`src/rtl/abpp_pkg.sv`:
```
// Package for the alpha blend pixel plotter: sizes, controller states,
// command and status structs, and the divide-by-255 helper.
// No dependencies.
`default_nettype none

package abpp_pkg;

	localparam int FRAME_PIXELS = 262144;
	localparam int FB_AW        = $clog2(FRAME_PIXELS);
	localparam int IDX_W        = 18;
	localparam int PIX_W        = 32;
	localparam int CHAN_W       = 8;
	localparam int RGB_W        = 3 * CHAN_W;
	localparam int NUM_CHAN     = 3;
	localparam int IN_W         = 56;
	localparam int PROD_W       = 2 * CHAN_W;

	localparam logic [CHAN_W-1:0] ALPHA_NONE = 8'h00;
	localparam logic [CHAN_W-1:0] ALPHA_FULL = 8'hFF;

	typedef enum logic [2:0] {
		ST_CLEAR,
		ST_IDLE,
		ST_READ,
		ST_MULT,
		ST_FINISH
	} abpp_state_t;

	typedef struct packed {
		logic clr;
		logic load;
		logic rd;
		logic mul;
		logic fin;
	} abpp_cmd_t;

	typedef struct packed {
		logic clr_last;
		logic out_free;
	} abpp_stat_t;

	// Exact floor(x / 255) for any product of two bytes.
	function automatic logic [CHAN_W-1:0] div255(input logic [PROD_W-1:0] x);
		logic [PROD_W:0] t;
		t = (PROD_W+1)'(x) + (PROD_W+1)'(x >> CHAN_W) + (PROD_W+1)'(1);
		return t[PROD_W-1:CHAN_W];
	endfunction

endpackage

`default_nettype wire

```
`src/rtl/abpp_ctrl.sv`:
```
// Controller state machine: clearing pass after reset, then one word at a
// time through read, multiply and finish. Depends on abpp_pkg.
`default_nettype none

module abpp_ctrl import abpp_pkg::*; (
	input  wire logic       clk,
	input  wire logic       arst_n,
	input  wire logic       s_tvalid,
	output logic            s_tready,
	input  wire abpp_stat_t stat,
	output abpp_cmd_t       cmd
);

	abpp_state_t state_q, state_d;

	always_ff @(posedge clk or negedge arst_n) begin
		if (!arst_n) begin
			state_q <= ST_CLEAR;
		end else begin
			state_q <= state_d;
		end
	end

	always_comb begin
		state_d  = state_q;
		cmd      = '0;
		s_tready = 1'b0;
		unique case (state_q)
			ST_CLEAR: begin
				cmd.clr = 1'b1;
				if (stat.clr_last) begin
					state_d = ST_IDLE;
				end
			end
			ST_IDLE: begin
				s_tready = 1'b1;
				if (s_tvalid) begin
					cmd.load = 1'b1;
					state_d  = ST_READ;
				end
			end
			ST_READ: begin
				cmd.rd  = 1'b1;
				state_d = ST_MULT;
			end
			ST_MULT: begin
				cmd.mul = 1'b1;
				state_d = ST_FINISH;
			end
			ST_FINISH: begin
				if (stat.out_free) begin
					cmd.fin = 1'b1;
					state_d = ST_IDLE;
				end
			end
			default: begin
				state_d = ST_IDLE;
			end
		endcase
	end

endmodule

`default_nettype wire

```
`config.mk`:
```
export PLATFORM = sky130hd
export DESIGN_NAME = abpp_ctrl
export DESIGN_NICKNAME = d
export VERILOG_FILES = /design/src/rtl/abpp_pkg.sv /design/src/rtl/abpp_ctrl.sv
export SDC_FILE = /design/constraint.sdc
export NUM_CORES = 1
export LEC_CHECK = 0
export ABC_AREA = 1
export BUFFER_PORTS_ARGS = -buffer_cell sky130_fd_sc_hd__buf_2
export CAP_MARGIN = 20
export CORE_AREA = 8 8 45 47
export CTS_BUF_LIST = sky130_fd_sc_hd__clkbuf_8 sky130_fd_sc_hd__clkbuf_16
export DETAILED_ROUTE_END_ITERATION = 12
export DIE_AREA = 0 0 53 55
export SLEW_MARGIN = 10
export SYNTH_ARGS = -nofsm -noshare
export SYNTH_HDL_FRONTEND = slang
export SYNTH_SLANG_ARGS = --single-unit
```
`constraint.sdc`:
```
create_clock -name clk -period 1.29 [get_ports clk]
set_clock_uncertainty 0.05 [all_clocks]
set_input_delay 0.1935 -clock clk [delete_from_list [all_inputs] [get_ports clk]]
set_output_delay 0.1935 -clock clk [all_outputs]
set_load 0.05 [all_outputs]
```
==> impl_metrics.py, run 1 <==
metrics = {
    "cells_and_area": {
        "fillers": 148,
        "instances_no_fill": 66,
        "drive_gt1_share_pct": 66.0,
        "finalNetCount": 56,
        "diodes": 0,
        "largest_register_ffs": 3,
        "top_regs": "state_q x3",
        "regMostFlops": "state_q",
        "synthToLayoutAreaGrowth_pct": 134,
    },
    "min_path": {
        "min_path_type": "input pin to async pin",
    },
    "route": {
        "drt_drc_violations_left": 0,
        "routedWlPerCell_um": 10.5,
        "vias": 258,
        "dr.pass1.iters": 4,
        "wirelength_um": 693,
        "final_antenna_net_count": 0,
        "vias_per_cell": 3.91,
        "drt_iter0_markers": 3,
    },
    "synthesis": {
        "ys_types": 12,
        "netlist_top_cells_count": "inv_1 (7), nor2_1 (5), nand3_1 (4)",
        "synthFlopType": "dfrtp_1",
        "syn_area_um2": 200,
        "ys_seq_area_share_pct": 37.5,
        "yosysWarnings": 0,
        "synth_top_area_cell": "dfrtp_1",
        "syn_nets": 35,
        "synth_top_area_share_pct": 37.5,
        "synth_area_per_cell_um2": 6.67,
        "yosysMostFrequentCell": "inv_1",
        "async_reset_ff_share_pct": 100,
        "ys_seq_elements": 3,
        "synth_enable_flop_cells": 0,
        "synth_area_leaders": "dfrtp_1 (38%), inv_1 (13%), nand3_1 (10%)",
        "synthCells": 30,
    },
    "grt": {
        "overflow": 0,
        "globalRouteTotalUtil_pct": 5.53,
        "antenna_found_initial": 0,
        "grt_max_degree": 6,
        "grt_pass1_vias": 305,
        "grt_pass1_wl_um": 1120,
    },
    "timing": {
        "rsz0062_at_grt": "yes",
        "finalHoldViolations": 0,
        "period_share_pct": 108,
        "fmax_mhz": 717,
        "drv_slew": 0,
        "fin_crit_ns": 1.39,
        "layout_setup_ws_ns": -0.105,
        "finalSetupViolCount": 6,
        "worst_pin_slew_ns": 0.212,
        "slew_headroom_pct": 85.7,
    },
    "die": {
        "core.rowCount": 14,
        "core_area_um2": 1380,
        "start_util_pct": 14.5,
        "die_x_um": 53,
        "dieHeight_um": 55,
        "ios": 11,
        "die-area_um2": 2920,
    },
    "run": {
        "max_cap_violations": 0,
    },
    "place": {
        "dp_hpwl_um": 482,
        "gp_congestion": 0.694,
        "dp.cells": 59,
        "port_buffers": 10,
    },
    "worst_setup_path": {
        "critPathMaxFanout": 4,
        "worstSetupPathType": "flip-flop to output pin",
        "cp.arrival_ns": 1.15,
        "end_kind": "output pin",
        "critPathRequiredTime_ns": 1.05,
        "worst_setup_path_start_kind": "flip-flop",
    },
    "clock_network": {
        "cts_inserted_buffers": 3,
        "tritoncts": "done",
        "insertion_delay_ns": 0.22,
        "clk_pin_slew_ns": 0.03,
        "cts_max_level": 1,
        "cts_buffer_depth": 2,
        "clock-sinks": 3,
        "cts_root_buf": "clkbuf_8",
    },
    "run_status": {
        "violations": "setup timing",
        "status": "finished with violations",
    },
}
==> layer usage <==
metal | GRT usage, % | share of wire [%] | routed length, um
met5 | 0 | 0 | 0
met3 | 3.48 | 11 | 73
met4 | 5.17 | 2.5 | 17
met1 | 3.98 | 32 | 222
met2 | 9.77 | 55 | 380
==> kinds of logic (layout without fill, tap and decap cells) <==
family / Yosys count / after routing / share of synthesized area, %
AO/OA/AOI/OAI: 2 / 2 / 5.00
AND/OR/NAND/NOR: 16 / 16 / 40.6
flip-flops: 3 / 3 / 37.5
buffers and inverters: 9 / 29 / 16.9
==> worst max-delay path, cell delays in order, from the launching register on <==
cell	delay, ns
dfrtp_2	0.43
inv_4	0.05
nor2_4	0.13
nand2_4	0.07
nor2_4	0.09
buf_8	0.15
==> cell type report <==
| type | instances | area, um2 | share of cell area (%) |
|---|---|---|---|
| Sequential cell | 3 | 78.8 | 16.8 |
| Inverter | 9 | 36.3 | 7.73 |
| Timing Repair Buffer | 16 | 146 | 31.2 |
| Multi-Input combinational cell | 18 | 143 | 30.4 |
| Clock inverter | 1 | 3.75 | 0.800 |
| Tap cell | 16 | 20.0 | 4.27 |
| Clock buffer | 3 | 41.3 | 8.80 |
==> repair_timing <==
action,CTS,global route
endpoints found under the hold margin,3,0
cloned,0,0
hold buffers,1,0
buffers inserted,2,0
pin swaps,4,2
gates resized for setup,19,6
endpoints found under the setup margin,6,6
==> cell usage in the layout, fill, tap and decap left out, drive strengths merged <==
master	netlist	routed
nand3	4	4
dlygate4sd3	0	1
nor3	1	1
dfrtp	3	3
nor2	6	6
clkbuf	0	3
buf	0	15
inv	9	10
o21ai	2	2
nand2	3	3
nor4	1	1
nand4	1	1
==> path summary, 6_finish.rpt <==
| path | from | cells after the start | slack [ns] | to |
|---|---|---|---|---|
| setup / recovery | state_q[0]$_DFFE_PN0P_ | 5 | -0.10 | cmd[3] |
| min in group clk | s_tvalid | 4 | 0.30 | state_q[0]$_DFFE_PN0P_ |
| hold / removal | arst_n | 2 | 0.25 | state_q[1]$_DFFE_PN0P_ |
| hold reg to reg | state_q[2]$_DFFE_PN0P_ | 2 | 0.63 | state_q[2]$_DFFE_PN0P_ |
| max in group asynchronous | arst_n | 2 | 0.82 | state_q[0]$_DFFE_PN0P_ |
| setup reg to reg | state_q[0]$_DFFE_PN0P_ | 5 | 0.12 | state_q[0]$_DFFE_PN0P_ |
==> through the flow <==
stage | setup slack (ns) | hold WS [ns] | util [%] | setup TNS [ns] | area, um2
6_report | -0.105 | 0.253 | 33.9 | -0.484 | 469
5_1_grt | -0.153 | 0.268 | 33.9 | -0.769 | 469
4_1_cts | -0.107 | 0.256 | 32.5 | -0.558 | 450
3_5_place_dp | -0.0178 | -0.0580 | 23.5 | -0.0405 | 325
3_3_place_gp | -0.0238 | -0.0602 | 23.5 | -0.0422 | 325
2_1_floorplan | -0.0844 | -0.152 | - | -0.262 | 233
Power of run 1 is not shown: default switching activity piles up to over one toggle a cycle in this logic, so the estimate is an artifact.
==> inputs of run 2 (changes only) <==
Settings changed: GPL_ROUTABILITY_DRIVEN set to 0, SETUP_SLACK_MARGIN set to 0.05.
Clock period 1.29 ns to 1.7 ns, I/O delays scaled along.
==> run 2 against run 1 <==
  * The run now ends clean
  * Global-route usage decreased by 0.44 points
  * Sequential share of layout area increased by 5.1 points
  * Die area unchanged
  * Critical path type unchanged
  * Largest cell class is now multi-input combinational cells
  * Highest routed layer unchanged
==> impl_metrics.py, run 2 (synthesized netlist as in run 1, its figures left out) <==
metrics = {
    "cells_and_area": {
        "drive_gt1_share_pct": 44.4,
        "final_common_cell": "inv_1",
        "final_cell_mix": "inv_1 (8), buf_2 (6), nor2_1 (5), nand3_1 (4)",
        "diodes": 0,
        "largest_register_ffs": 3,
        "finalNetCount": 51,
        "synthToLayoutAreaGrowth_pct": 73.8,
        "regMostFlops": "state_q",
        "top_regs": "state_q x3",
        "fin_util_pct": 25.1,
    },
    "worst_setup_path": {
        "cp_slowest_cell": "dfrtp_1",
        "cp_top_family": "flip-flops",
        "r2r_slack_ns": 0.59,
        "end_kind": "output pin",
        "critPathRequiredTime_ns": 1.39,
        "crit_path_cell_trace": "inv_1 > nand2_1 > nor2_1 > clkbuf_4",
        "worstSetupPathType": "flip-flop to output pin",
        "worst_setup_path_start_kind": "flip-flop",
        "slowest_delay_ns": 0.43,
        "cp.arrival_ns": 1.23,
        "crit_buf_inv": 2,
        "critPathMaxFanout": 4,
    },
    "route": {
        "wirelength_um": 585,
        "final_antenna_net_count": 0,
        "vias_per_cell": 3.85,
        "routedWlPerCell_um": 9.59,
        "drt_drc_violations_left": 0,
        "vias": 235,
        "drt_iter0_markers": 4,
        "dr.pass1.iters": 2,
    },
    "die": {
        "start_util_pct": 14.5,
        "core.rowCount": 14,
        "die-area_um2": 2920,
        "die_x_um": 53,
        "core_area_um2": 1380,
        "ios": 11,
        "dieHeight_um": 55,
    },
    "grt": {
        "antenna_found_initial": 0,
        "overflow": 0,
        "globalRouteTotalUtil_pct": 5.09,
        "grt_pass1_wl_um": 986,
        "grt_pass1_vias": 243,
        "grt_max_degree": 7,
    },
    "place": {
        "port_buffers": 10,
        "dp_hpwl_um": 433,
    },
    "clock_network": {
        "cts_root_buf": "clkbuf_8",
        "clock-sinks": 3,
        "clk_pin_slew_ns": 0.03,
        "tritoncts": "done",
        "insertion_delay_ns": 0.22,
        "cts_inserted_buffers": 3,
        "cts_buffer_depth": 2,
        "cts_max_level": 1,
        "cts_setup_buffers": 0,
    },
    "timing": {
        "period_share_pct": 90.3,
        "finalHoldViolations": 0,
        "finalSetupViolCount": 0,
        "slew_headroom_pct": 83.3,
        "fin_crit_ns": 1.53,
        "worst_pin_slew_ns": 0.253,
        "rsz0062_at_grt": "no",
        "fmax_mhz": 652,
        "drv_slew": 0,
    },
    "run": {
        "max_cap_violations": 0,
    },
    "run_status": {
        "status": "finished, final reports clean",
    },
    "min_path": {
        "min_path_type": "input pin to async pin",
    },
}
## run 2: changes by cell type in the layout (fill, tap and decap cells not counted), moves of 2 or more
| cell | before | now |
|---|---|---|
| nor2_1 | 2 | 5 |
| buf_4 | 4 | 1 |
| dfrtp_2 | 3 | 1 |
| clkbuf_4 | 0 | 3 |
| inv_1 | 6 | 8 |
| buf_2 | 4 | 6 |
| buf_6 | 5 | 0 |
| buf_8 | 2 | 0 |
| dfrtp_1 | 0 | 2 |
| nor2_4 | 3 | 1 |
## run 2: what timing repair did
item,in CTS,in global routing
setup endpoints to repair,0,4
gates resized for setup,0,6
endpoints found under the hold margin,3,0
hold buffers,1,0
## run 2: final cells by class
class / instances / area, um2
clock buffers: 3 / 41.3
clock inverters: 1 / 3.75
fillers: 155 / 1040
inverters: 9 / 33.8
multi-input cells: 18 / 103
flip-flops and latches: 3 / 76.3
well taps: 16 / 20.0
repair buffers: 11 / 70.1
## run 2: worst reg2reg max path: stages (launching register included)
cell	delay, ns
dfrtp_1	0.43
inv_1	0.13
nand2_1	0.11
o21ai_0	0.16
inv_1	0.06
nor2_1	0.10
## run 2: through the flow
stage	hold WS (ns)	setup slack, ns	setup TNS [ns]	area (um2)	cells
after detailed placement	0.00344	0.337	0	282	56
after global placement	0.00304	0.330	0	282	56
after global routing	0.336	0.0730	0	348	61
final	0.305	0.165	0	348	61
after floorplan	-0.0906	-0.0394	-0.0394	211	30
after CTS	0.315	0.0869	0	337	61
## run 2: worst paths after layout
kind,from,endpoint,cells after the start
max in group asynchronous,arst_n,state_q[0]$_DFFE_PN0P_,2
worst max-delay path,state_q[2]$_DFFE_PN0P_,cmd[2],4
worst min-delay path,arst_n,state_q[2]$_DFFE_PN0P_,2
worst max register to register,state_q[2]$_DFFE_PN0P_,state_q[1]$_DFFE_PN0P_,5
worst min register to register,state_q[0]$_DFFE_PN0P_,state_q[1]$_DFFE_PN0P_,3
min in group clk,s_tvalid,state_q[0]$_DFFE_PN0P_,4
## run 2: routing by layer
metal	GRT usage, %	wire [um]	up-vias	part of all wire, %
met5	0	0	-	0
met4	6.47	19	0	3.2
met3	3.21	56	2	9.6
met2	8.01	293	7	50
met1	3.82	215	104	37
li1	-	-	122	-
Power of run 2 is left out for the same reason.
